### src/rtl/twpc_pkg.sv
`default_nettype none

package twpc_pkg;

    // Field widths on the stream ports.
    localparam int BaseW   = 32;
    localparam int CoordW  = 16;
    localparam int ReadyW  = 32;
    localparam int DueW    = 32;
    localparam int ServW   = 24;
    localparam int ArrW    = 32;

    // Bit offsets of the input fields inside s_tdata.
    localparam int BaseLsb  = 0;
    localparam int XLsb     = BaseLsb + BaseW;
    localparam int YLsb     = XLsb + CoordW;
    localparam int ReadyLsb = YLsb + CoordW;
    localparam int DueLsb   = ReadyLsb + ReadyW;
    localparam int ServLsb  = DueLsb + DueW;
    localparam int InDataW  = ServLsb + ServW;

    localparam int OutPad   = 6;
    localparam int OutDataW = ArrW + 2 + OutPad;

    typedef enum logic [2:0] {
        ST_IDLE,
        ST_SQX,
        ST_SQY,
        ST_ROOT,
        ST_ARRIVE,
        ST_DEPART
    } twpc_state_t;

    // Control from the sequencer to the time window unit.
    typedef struct packed {
        logic load_arrival;
        logic commit;
        logic first;
    } twpc_win_ctrl_t;

    // Result of the time window unit for the node being committed.
    typedef struct packed {
        logic [ArrW-1:0] arrival;
        logic            late;
        logic            feasible;
    } twpc_win_res_t;

endpackage

`default_nettype wire

### src/rtl/twpc_isqrt.sv
`default_nettype none

// Restoring integer square root, one root bit per cycle.
module twpc_isqrt
    import twpc_pkg::*;
#(
    parameter int ROOT_BITS = 17
)
(
    input  wire logic                   clk,
    input  wire logic                   rst_n,
    input  wire logic                   start,
    input  wire logic [2*ROOT_BITS-1:0] radicand,
    output logic                        done,
    output logic [ROOT_BITS-1:0]        root
);

    localparam int RadW = 2 * ROOT_BITS;
    localparam int CntW = $clog2(ROOT_BITS + 1);

    logic [CntW-1:0]      cnt_reg;
    logic [RadW-1:0]      rad_reg;
    logic [ROOT_BITS:0]   rem_reg;
    logic [ROOT_BITS-1:0] root_reg;

    logic [ROOT_BITS+2:0] rem_cat;
    logic [ROOT_BITS+2:0] trial;
    logic [ROOT_BITS+2:0] diff;
    logic                 ge;
    logic [ROOT_BITS:0]   rem_next;
    logic [ROOT_BITS-1:0] root_next;

    always_comb
    begin
        rem_cat   = {rem_reg, rad_reg[RadW-1 -: 2]};
        trial     = {1'b0, root_reg, 2'b01};
        ge        = (rem_cat >= trial);
        diff      = rem_cat - trial;
        rem_next  = ge ? diff[ROOT_BITS:0] : rem_cat[ROOT_BITS:0];
        root_next = {root_reg[ROOT_BITS-2:0], ge};
    end

    always_ff @(posedge clk or negedge rst_n)
    begin
        if (!rst_n)
        begin
            cnt_reg <= '0;
        end
        else if (start)
        begin
            cnt_reg <= CntW'(ROOT_BITS);
        end
        else if (cnt_reg != '0)
        begin
            cnt_reg <= cnt_reg - CntW'(1);
        end
    end

    always_ff @(posedge clk)
    begin
        if (start)
        begin
            rad_reg  <= radicand;
            rem_reg  <= '0;
            root_reg <= '0;
        end
        else if (cnt_reg != '0)
        begin
            rad_reg  <= {rad_reg[RadW-3:0], 2'b00};
            rem_reg  <= rem_next;
            root_reg <= root_next;
        end
    end

    // The last iteration is under way; the root is final on the next cycle.
    assign done = (cnt_reg == CntW'(1));
    assign root = root_reg;

endmodule

`default_nettype wire

### src/rtl/twpc_window.sv
`default_nettype none

// Arrival, lateness and departure bookkeeping, in two steps per node.
module twpc_window
    import twpc_pkg::*;
#(
    parameter int TIME_BITS = 32,
    parameter int DIST_BITS = 17
)
(
    input  wire logic                  clk,
    input  wire logic                  rst_n,
    input  wire twpc_win_ctrl_t        ctrl,
    input  wire logic [DIST_BITS-1:0]  hop_len,
    input  wire logic [BaseW-1:0]      base_time,
    input  wire logic [ReadyW-1:0]     ready_time,
    input  wire logic [DueW-1:0]       due_time,
    input  wire logic [ServW-1:0]      service_time,
    output twpc_win_res_t              res
);

    localparam int CmpW = (TIME_BITS > 32) ? TIME_BITS : 32;
    localparam int SumW = CmpW + 1;
    localparam logic [SumW-1:0] TimeMax = (SumW'(1) << TIME_BITS) - SumW'(1);

    logic [TIME_BITS-1:0] arrival_reg;
    logic [TIME_BITS-1:0] depart_reg;
    logic                 route_ok_reg;

    logic [SumW-1:0]      base_x;
    logic [SumW-1:0]      base_c;
    logic [SumW-1:0]      run_sum;
    logic [SumW-1:0]      run_c;
    logic [TIME_BITS-1:0] arrival_next;
    logic [SumW-1:0]      arr_x;
    logic [SumW-1:0]      ready_x;
    logic [SumW-1:0]      start_t;
    logic [SumW-1:0]      dep_sum;
    logic [SumW-1:0]      dep_c;
    logic                 late;
    logic                 feasible;

    always_comb
    begin
        base_x       = SumW'(base_time);
        base_c       = (base_x > TimeMax) ? TimeMax : base_x;
        run_sum      = SumW'(depart_reg) + SumW'(hop_len);
        run_c        = (run_sum > TimeMax) ? TimeMax : run_sum;
        arrival_next = ctrl.first ? base_c[TIME_BITS-1:0] : run_c[TIME_BITS-1:0];

        arr_x    = SumW'(arrival_reg);
        ready_x  = SumW'(ready_time);
        late     = !ctrl.first && (arr_x > SumW'(due_time));
        feasible = ctrl.first || (route_ok_reg && !late);
        // Waiting for the window to open, then serving.
        start_t  = (arr_x < ready_x) ? ready_x : arr_x;
        dep_sum  = start_t + SumW'(service_time);
        dep_c    = (dep_sum > TimeMax) ? TimeMax : dep_sum;

        res.arrival  = arr_x[ArrW-1:0];
        res.late     = late;
        res.feasible = feasible;
    end

    always_ff @(posedge clk or negedge rst_n)
    begin
        if (!rst_n)
        begin
            depart_reg   <= '0;
            route_ok_reg <= 1'b1;
        end
        else if (ctrl.commit)
        begin
            depart_reg   <= dep_c[TIME_BITS-1:0];
            route_ok_reg <= feasible;
        end
    end

    always_ff @(posedge clk)
    begin
        if (ctrl.load_arrival)
        begin
            arrival_reg <= arrival_next;
        end
    end

endmodule

`default_nettype wire

### src/rtl/time_window_propagation_check_unit.sv
`default_nettype none

// Time window check along a vehicle route. Nodes arrive one beat at a time in
// visiting order; a beat with s_tuser high starts a new route and takes its
// base time as arrival. For every other node the unit measures the Euclidean
// distance from the previous node (integer square root of dx*dx + dy*dy on
// the raw Q8.8 coordinates), adds it to the previous departure time, flags
// the node late when that arrival exceeds its due time, and computes the
// departure as the arrival raised to the ready time plus the service time.
// All times saturate at 2^TIME_BITS-1. One result beat leaves per node.
// A start node goes from acceptance straight to the arrival and departure
// steps; any other node first passes through the squaring states ST_SQX and
// ST_SQY and the square root unit, where R = min(COORD_BITS,16) + 1 is the
// number of root bits. The square root unit retires one root bit per cycle,
// the squares are formed on one shared multiplier, and the departure step
// holds while the output register is full. A finished result waits in the output
// register, so the next node is taken in while the result is still unread.
module time_window_propagation_check_unit
    import twpc_pkg::*;
#(
    parameter int COORD_BITS = 16,
    parameter int TIME_BITS  = 32
)
(
    input  wire logic                clk,
    input  wire logic                rst_n,
    input  wire logic                s_tvalid,
    output logic                     s_tready,
    // base_time[31:0], x[47:32], y[63:48], ready_time[95:64],
    // due_time[127:96], service_time[151:128]
    input  wire logic [InDataW-1:0]  s_tdata,
    // first
    input  wire logic                s_tuser,
    output logic                     m_tvalid,
    input  wire logic                m_tready,
    // arrival[31:0], late[32], feasible[33], zero[39:34]
    output logic [OutDataW-1:0]      m_tdata
);

    // Coordinates are 16 bits on the port; narrower settings mask them.
    localparam int Cw       = (COORD_BITS < CoordW) ? COORD_BITS : CoordW;
    localparam int RootBits = Cw + 1;
    localparam int SqW      = 2 * Cw;
    localparam int RadW     = 2 * RootBits;

    twpc_state_t state_reg;
    twpc_state_t state_next;

    logic                first_reg;
    logic [BaseW-1:0]    base_reg;
    logic [Cw-1:0]       x_reg;
    logic [Cw-1:0]       y_reg;
    logic [ReadyW-1:0]   ready_reg;
    logic [DueW-1:0]     due_reg;
    logic [ServW-1:0]    service_reg;
    logic [Cw-1:0]       prev_x_reg;
    logic [Cw-1:0]       prev_y_reg;
    logic [SqW:0]        sum_reg;

    logic                m_tvalid_reg;
    logic [OutDataW-1:0] m_tdata_reg;

    logic                accept;
    logic                out_load;
    logic                root_start;
    logic                root_done;
    logic [RootBits-1:0] hop_len;
    logic [Cw-1:0]       dx;
    logic [Cw-1:0]       dy;
    logic [Cw-1:0]       mul_op;
    logic [SqW-1:0]      sq;
    logic [RadW-1:0]     radicand;
    twpc_win_ctrl_t      win_ctrl;
    twpc_win_res_t       win_res;

    assign accept = s_tvalid && s_tready;

    // Sequencer: capture, squaring of dx and dy, serial root, two time steps.
    always_ff @(posedge clk or negedge rst_n)
    begin
        if (!rst_n)
        begin
            state_reg <= ST_IDLE;
        end
        else
        begin
            state_reg <= state_next;
        end
    end

    always_comb
    begin
        state_next            = state_reg;
        s_tready              = 1'b0;
        root_start            = 1'b0;
        out_load              = 1'b0;
        win_ctrl.load_arrival = 1'b0;
        win_ctrl.commit       = 1'b0;
        win_ctrl.first        = first_reg;
        unique case (state_reg)
            ST_IDLE:
            begin
                s_tready = 1'b1;
                if (s_tvalid)
                begin
                    state_next = s_tuser ? ST_ARRIVE : ST_SQX;
                end
            end
            ST_SQX:
            begin
                state_next = ST_SQY;
            end
            ST_SQY:
            begin
                root_start = 1'b1;
                state_next = ST_ROOT;
            end
            ST_ROOT:
            begin
                if (root_done)
                begin
                    state_next = ST_ARRIVE;
                end
            end
            ST_ARRIVE:
            begin
                win_ctrl.load_arrival = 1'b1;
                state_next            = ST_DEPART;
            end
            ST_DEPART:
            begin
                // Hold here until the output register can take the result.
                if (!m_tvalid_reg || m_tready)
                begin
                    out_load        = 1'b1;
                    win_ctrl.commit = 1'b1;
                    state_next      = ST_IDLE;
                end
            end
            default:
            begin
                state_next = ST_IDLE;
            end
        endcase
    end

    // Node fields are held for the whole computation.
    always_ff @(posedge clk)
    begin
        if (accept)
        begin
            first_reg   <= s_tuser;
            base_reg    <= s_tdata[BaseLsb +: BaseW];
            x_reg       <= s_tdata[XLsb +: Cw];
            y_reg       <= s_tdata[YLsb +: Cw];
            ready_reg   <= s_tdata[ReadyLsb +: ReadyW];
            due_reg     <= s_tdata[DueLsb +: DueW];
            service_reg <= s_tdata[ServLsb +: ServW];
        end
    end

    // Previous node position; after reset, a route with no start node begins at the origin.
    always_ff @(posedge clk or negedge rst_n)
    begin
        if (!rst_n)
        begin
            prev_x_reg <= '0;
            prev_y_reg <= '0;
        end
        else if (out_load)
        begin
            prev_x_reg <= x_reg;
            prev_y_reg <= y_reg;
        end
    end

    // One multiplier serves both squares on successive cycles.
    always_comb
    begin
        dx       = (x_reg >= prev_x_reg) ? (x_reg - prev_x_reg) : (prev_x_reg - x_reg);
        dy       = (y_reg >= prev_y_reg) ? (y_reg - prev_y_reg) : (prev_y_reg - y_reg);
        mul_op   = (state_reg == ST_SQY) ? dy : dx;
        sq       = mul_op * mul_op;
        radicand = RadW'(sum_reg) + RadW'(sq);
    end

    always_ff @(posedge clk)
    begin
        if (state_reg == ST_SQX)
        begin
            sum_reg <= {1'b0, sq};
        end
    end

    twpc_isqrt #(
        .ROOT_BITS (RootBits)
    ) u_isqrt (
        .clk      (clk),
        .rst_n    (rst_n),
        .start    (root_start),
        .radicand (radicand),
        .done     (root_done),
        .root     (hop_len)
    );

    twpc_window #(
        .TIME_BITS (TIME_BITS),
        .DIST_BITS (RootBits)
    ) u_window (
        .clk          (clk),
        .rst_n        (rst_n),
        .ctrl         (win_ctrl),
        .hop_len      (hop_len),
        .base_time    (base_reg),
        .ready_time   (ready_reg),
        .due_time     (due_reg),
        .service_time (service_reg),
        .res          (win_res)
    );

    // Output register: the result beat stays here until the sink takes it.
    always_ff @(posedge clk or negedge rst_n)
    begin
        if (!rst_n)
        begin
            m_tvalid_reg <= 1'b0;
        end
        else if (out_load)
        begin
            m_tvalid_reg <= 1'b1;
        end
        else if (m_tready)
        begin
            m_tvalid_reg <= 1'b0;
        end
    end

    always_ff @(posedge clk)
    begin
        if (out_load)
        begin
            m_tdata_reg <= {{OutPad{1'b0}}, win_res.feasible, win_res.late, win_res.arrival};
        end
    end

    assign m_tvalid = m_tvalid_reg;
    assign m_tdata  = m_tdata_reg;

endmodule

`default_nettype wire
### config.mk
export PLATFORM = sky130hd
export DESIGN_NAME = time_window_propagation_check_unit
export DESIGN_NICKNAME = d
export VERILOG_FILES = /design/src/rtl/twpc_pkg.sv /design/src/rtl/twpc_isqrt.sv /design/src/rtl/twpc_window.sv /design/src/rtl/time_window_propagation_check_unit.sv
export SDC_FILE = /design/constraint.sdc
export NUM_CORES = 1
export LEC_CHECK = 0
export ABC_AREA = 0
export BUFFER_PORTS_ARGS = -buffer_cell sky130_fd_sc_hd__buf_4
export CORE_MARGIN = 4
export CORE_UTILIZATION = 38
export CTS_CLUSTER_SIZE = 24
export DETAILED_ROUTE_END_ITERATION = 10
export GPL_ROUTABILITY_DRIVEN = 0
export GPL_TIMING_DRIVEN = 0
export PLACE_DENSITY = 0.65
export SYNTH_ARGS = -nofsm -noshare
export SYNTH_HDL_FRONTEND = slang
export SYNTH_HIERARCHICAL = 1
export SYNTH_SLANG_ARGS = --single-unit
### constraint.sdc
create_clock -name clk -period 10.7 [get_ports clk]
set_clock_uncertainty 0.1 [all_clocks]
set_input_delay 2.14 -clock clk [delete_from_list [all_inputs] [get_ports clk]]
set_output_delay 2.14 -clock clk [all_outputs]
set_load 0.005 [all_outputs]
== Word-level counts from Yosys, hierarchy flattened ==
Index checks and enable logic that the tools add are counted.
W data, S select, Z words.

* Output and inout bits: 42
* Input bits: 157
* Logic and storage cells: 83
* Flip-flop bits (word level): 394

* Magnitude comparators: 7
* Reduce and logical (&&, ||, !) cells: 13
* Add/sub/neg operators: 9
* Multipliers: 1
* Multiplexer cells: 24
* Equality and inequality tests: 9

{| class="wikitable"
|+ Operators by type and width
! kind !! count
|-
| $mux W32 || 4
|-
| $mux W34 || 2
|-
| $gt A33 B32 Y1 const B || 2
|-
| $sub A16 B16 Y16 || 4
|-
| $mux W16 || 3
|-
| $add A32 B17 Y33 || 1
|-
| $add A32 B24 Y33 || 1
|-
| $add A32 B32 Y33 || 1
|-
| $ge A16 B16 Y1 || 2
|-
| $gt A32 B32 Y1 || 1
|-
| $lt A32 B32 Y1 || 1
|-
| $mul A16 B16 Y32 || 1
|-
| $ge A20 B19 Y1 || 1
|-
| $mux W18 || 1
|-
| $pmux W3 S6 || 1
|-
| $sub A18 B18 Y18 || 1
|-
| $mux W3 || 4
|-
| $mux W5 || 2
|-
| $mux W1 || 7
|-
| $eq A3 B2 Y1 const B || 2
|-
| $eq A3 B3 Y1 const B || 2
|-
| $ne A2 B2 Y1 const B || 3
|-
| $eq A5 B1 Y1 const B || 1
|-
| $reduce_bool A5 Y1 || 1
|-
| 8 further kinds || 14
|}

== Longest topological paths before layout ==
* Word-level depth: 6
* Gate-level depth with buffers: 51

== Hierarchy ==
Netlist, hierarchy kept.

{| class="wikitable"
|+ By module, submodules not included
! module !! sequential area each (um^2) !! cells each !! area each (um^2) !! instances
|-
| time_window_propagation_check_unit || 7,447.1 || 1,810 || 19,663.9 || 1
|-
| twpc_window || 1,788.0 || 900 || 7,184.4 || 1
|-
| twpc_isqrt || 1,846.8 || 423 || 4,152.7 || 1
|}

== Worst setup path after synthesis ==
OpenSTA, ideal clock, no wires.

* Path kind: register to register
* Start point: register x_reg[0]
* End point: register u_isqrt.rad_reg[31] (data pin)
* Data arrival time: 10.258 ns
* Data required time: 10.340 ns
* Setup slack: 0.082 ns
* Library setup time: 0.260 ns
* Cell stages (with the launch flop): 48
* Cell sequence: edfxtp_1 -> inv_1 -> ha_1 -> inv_1 -> fa_1 -> a21o_1 -> a22o_1 -> o41ai_1 -> mux2i_1 -> a311oi_2 -> mux2i_1 -> nor3_4 -> buf_4 -> nand2_1 -> inv_1 -> fa_1 -> inv_1 -> fa_1 -> [... 12 more ...] -> o41a_1 -> nor2b_1 -> o21ai_0 -> nand2b_1 -> a21oi_1 -> xnor2_1 -> ha_1 -> a21o_1 -> a21o_1 -> a21o_1 -> or3_1 -> o21ai_0 -> a31oi_1 -> and3_1 -> o21a_1 -> a221o_1 -> xor2_1 -> mux2_2

* Cells in the longest elaborated chain, start to end: 6
* Elaborated cells between the ends (all ways): 8

{| class="wikitable"
|+ Ends and longest elaborated chain
! item !! RTL line !! RTL
|-
| from (decl) || time_window_propagation_check_unit.sv:51 || <nowiki>logic [Cw-1:0] x_reg;</nowiki>
|-
| from (signal assigned) || time_window_propagation_check_unit.sv:154 || <nowiki>x_reg <= s_tdata[XLsb +: Cw];</nowiki>
|-
| $sub A16 B16 Y16 / $ge A16 B16 Y1 (equally long branches) || time_window_propagation_check_unit.sv:180 || <nowiki>dx = (x_reg >= prev_x_reg) ? (x_reg - prev_x_reg) : (prev_x_reg - x_reg);</nowiki>
|-
| $mux W16 * || time_window_propagation_check_unit.sv:180 ||
|-
| $mux W16 * || time_window_propagation_check_unit.sv:182 || <nowiki>mul_op = (state_reg == ST_SQY) ? dy : dx;</nowiki>
|-
| $mul A16 B16 Y32 * || time_window_propagation_check_unit.sv:183 || <nowiki>sq = mul_op * mul_op;</nowiki>
|-
| via sq[21] || time_window_propagation_check_unit.sv:71 || <nowiki>logic [SqW-1:0] sq;</nowiki>
|-
| $add A32 B32 Y33 * || time_window_propagation_check_unit.sv:184 || <nowiki>radicand = RadW'(sum_reg) + RadW'(sq);</nowiki>
|-
| via radicand[31] || time_window_propagation_check_unit.sv:72 || <nowiki>logic [RadW-1:0] radicand;</nowiki>
|-
| $mux W34 * || twpc_isqrt.sv:61 || <nowiki>if (start)</nowiki>
|-
| to (signal assigned) || twpc_isqrt.sv:63 || <nowiki>rad_reg <= radicand;</nowiki>
|-
| to (signal assigned) || twpc_isqrt.sv:69 || <nowiki>rad_reg <= {rad_reg[RadW-3:0], 2'b00};</nowiki>
|-
| to (decl) || twpc_isqrt.sv:22 || <nowiki>logic [RadW-1:0] rad_reg;</nowiki>
|}

Mark *: on every way through the listed nets, which the timed path passes. The rest lies on a longest branch.
A chain may end at the register's enable or synchronous reset.

== Final worst setup path ==
* Start point: register y_reg[10]
* End point: register u_isqrt.rad_reg[31] (data pin)

* Cells in the longest elaborated chain, start to end: 6
* Elaborated cells between the ends (all ways): 8

{| class="wikitable"
|+ Ends and longest elaborated chain
! item !! RTL line !! RTL
|-
| from (decl) || time_window_propagation_check_unit.sv:52 || <nowiki>logic [Cw-1:0] y_reg;</nowiki>
|-
| from (signal assigned) || time_window_propagation_check_unit.sv:155 || <nowiki>y_reg <= s_tdata[YLsb +: Cw];</nowiki>
|-
| $sub A16 B16 Y16 / $ge A16 B16 Y1 (equally long branches) || time_window_propagation_check_unit.sv:181 || <nowiki>dy = (y_reg >= prev_y_reg) ? (y_reg - prev_y_reg) : (prev_y_reg - y_reg);</nowiki>
|-
| $mux W16 * || time_window_propagation_check_unit.sv:181 ||
|-
| $mux W16 * || time_window_propagation_check_unit.sv:182 ||
|-
| $mul A16 B16 Y32 * || time_window_propagation_check_unit.sv:183 ||
|-
| via sq[21] || time_window_propagation_check_unit.sv:71 ||
|-
| $add A32 B32 Y33 * || time_window_propagation_check_unit.sv:184 ||
|-
| via radicand[31] || time_window_propagation_check_unit.sv:72 ||
|-
| $mux W34 * || twpc_isqrt.sv:61 ||
|}

Marks and branches as above.

==> run_results.csv <==
group,metric,value,unit
clock_network,clockRootBuffer,"clkbuf_16",
critical_path,start_kind,"register",
critical_path,crit_fanout,10,
critical_path,worstPathArrival,11080,ps
finish,syn_to_final_growth,21.3,%
drt,drt-total-wl,83100,um
drt,wl_met3,5680,um
worst_hold_path,holdPathStages,2,
placement,dp.cells,4400,
drt,drc,0,
clock_network,hold_buffers,0,
yosys,mappedNetlistArea,31000,sq um
clock_network,cts_num_sinks,393,
floorplanning,io_pins,199,
floorplanning,initial_core_util,38.4,%
drt,drt_iter0_markers,1602,
finish,fin_cells,4606,
placement,io_buffers,192,
worst_hold_path,hold_path_end,"u_isqrt/root[13]",
timing,rsz0062_at_grt,"yes",
grt,antenna_found_initial,2,
yosys,synth_cell_types,101,
critical_path,max_stage_delay,570,ps
placement,place_ws,-1450,ps
drt,viasPerCell,5.27,
yosys,synth_ff_type,"edfxtp_1",
drt,wire_per_inst,18.0,um
critical_path,startpoint,"y_reg[10]",
timing,hold_viol,0,
critical_path,r2r-end,"u_isqrt/rad_reg[31]",
clock_network,cts-htree-levels,2,
critical_path,r2r-start,"y_reg[10]",
drt,dr.pass1.iters,5,
clock_network,cts_tree,"done",
timing,fin_crit_sh,101,%
yosys,avgSynthCellArea,9.89,sq um
worst_hold_path,holdCritStartpoint,"u_isqrt/root[13]",
clock_network,cts.path.max_buffers,3,
finish,fillCellCount,7458,
critical_path,timing_worst_setup_path_type,"reg -> reg",
critical_path,path_common_cell,"fa_1",
timing,setup-violations-final,2,
timing,fin_setup_tns,-192,ps
job,max-cap-violations,0,
floorplanning,core_area,80700,sq um
grt,grt_pass1_vias,24400,
yosys,synth-seq-cells,393,
finish,drive_gt1_share,19.9,%
yosys,yosys.area.top_type,"edfxtp_1",
critical_path,worstSetupEndpointType,"register",
critical_path,rr_worst_depth,46,
floorplanning,die_w,294,um
status,violations,"setup timing",
timing,fmax,0.0923,GHz
critical_path,cp_slowest_cell,"fa_1",
timing,tightest_slew,1110,ps
finish,final_nets,4151,
floorplanning,std_cell_rows,104,
yosys,syn_inst,3133,
clock_network,clkLatencyLatePin,620,ps
status,status,"finished, violations left",
clock_network,cts_buffers,46,
worst_hold_path,hp-class,"reg -> reg",
grt,grt_max_degree,75,
timing,period_needed,10830,ps
grt,track_usage,18.9,%
critical_path,reg2reg_slack,-130,ps
critical_path,crit_required,10950,ps
drt,postRouteAntennaNets,0,
grt,gr-total-overflow,0,
yosys,synth_area_leaders,"edfxtp_1 (28%), ha_1 (13%), fa_1 (11%)",
floorplanning,fp.dieH,294,um
timing,slew-limit-headroom,25.9,%
yosys,synth_edf_count,284,
clock_network,path_clk_slew,60,ps
drt,met2WireLength,38500,um
floorplanning,die-area,86200,sq um
timing,fin_ws,-130,ps
yosys,synthArstFlopShare,18.8,%
yosys,ys_warn_count,6,
drt,vias,24300,
placement,dp_hpwl,62100,um
drt,dr.max_layer_used,"met4",
yosys,ys_seq_area_share,35.7,%
timing,slew_viol_final,0,
grt,grt_pass1_wl,130000,um
timing,whs,401,ps
yosys,synth_top_area_share,27.5,%
drt,wl_met1,36700,um
[layout make-up]
cell class / instances / area, sq um / share of cell area (%)
Sequential cell: 393 / 11100 / 29.5
Antenna cell: 3 / 7.51 / 0.0200
Clock inverter: 35 / 393 / 1.05
Clock buffer: 50 / 1170 / 3.10
Inverter: 423 / 1600 / 4.26
Multi-Input combinational cell: 2202 / 18700 / 49.8
Timing Repair Buffer: 327 / 2630 / 6.99
Tap cell: 1060 / 1330 / 3.53
Buffer: 113 / 682 / 1.81
[synthesized netlist by cell type, types with 6 or more instances]
master,count
a211oi_1,36
a21o_1,72
a21oi_1,208
a221oi_1,8
a31oi_1,30
and2_1,24
and3_1,26
and4_1,9
buf_1,7
buf_2,29
buf_4,18
buf_6,7
clkbuf_1,60
dfrtp_1,73
dfxtp_1,35
edfxtp_1,284
fa_1,169
ha_1,319
inv_1,419
mux2_2,37
mux2i_1,37
nand2_1,269
nand2b_1,26
nand3_1,44
nand4_1,26
nor2_1,218
nor2b_1,36
nor3_1,57
o211ai_1,13
o21a_1,42
o21ai_0,140
o21ai_1,14
o21bai_1,13
o22ai_1,6
o31ai_1,15
or2_2,8
or3_1,9
xnor2_1,106
xor2_1,41
[layout by cell type, fill, tap and decap left out, drive strengths merged, types with 27 or more instances in the layout]
cell / instances
a31oi: 30
nor3: 58
xnor2: 106
a21o: 73
nand2: 270
ha: 319
fa: 169
inv: 422
and3: 27
dfrtp: 73
buf: 385
nor2: 222
nand3: 46
xor2: 41
a21oi: 213
clkbuf: 104
mux2: 37
mux2i: 41
dfxtp: 35
a211oi: 41
nor2b: 36
o21ai: 158
o21a: 42
edfxtp: 284
[worst max-delay path by stage]
stage	slack (ps)	cells after the start	endpoint
2_1_floorplan	80	47	u_isqrt/rad_reg[31]
3_3_place_gp	-1360	44	u_isqrt/rad_reg[31]
3_5_place_dp	-1450	44	u_isqrt/rad_reg[31]
4_1_cts	-20	45	u_isqrt/rad_reg[31]
5_1_grt	-590	48	u_isqrt/rad_reg[31]
6_report	-130	46	u_isqrt/rad_reg[31]
[repair_timing]
item / in CTS / in global routing
gates cloned: 2 / 0
pin swaps: 95 / 53
gates resized for setup: 163 / 86
endpoints found under the setup margin: 13 / 13
setup buffers: 100 / 24
[metrics by stage]
step | instance area, sq um | util, %
6_report | 37600 | 46.6
5_1_grt | 37600 | 46.6
4_1_cts | 37000 | 45.9
3_5_place_dp | 34000 | 42.1
3_3_place_gp | 33800 | 41.9
2_1_floorplan | 31000 | -
[cells by family (layout without fill, tap and decap cells)]
family	after synthesis	count (layout)	synth area share [%]
AO/OA/AOI/OAI	699	699	14.7
XOR/XNOR	147	147	4.15
adder cells (fa/ha/maj)	488	488	23.8
buffers and inverters	544	948	7.09
flip-flops	393	393	35.7
multiplexers	78	78	2.74
other	1	10	0.0121
AND/OR/NAND/NOR	783	783	11.8
[critical path: cells and delay by family (launching register included)]
kind,cells,cell delay (ps)
fa+ha+maj,9,4210
mux,2,360
xor+xnor,3,490
compound gates,16,2860
flops,1,380
simple gates,7,1220
buf+inv,9,1000
[layer usage]
layer / track usage (%) / vias to the layer above
met3: 3.46 / 128
met4: 5.26 / 0
met1: 25.7 / 11800
met5: 0 / -
met2: 31.1 / 726
li1: - / 11600
Power is left out: the tool's default activity adds up to more than one toggle a clock period on the data nets, which glitch-free logic cannot reach.
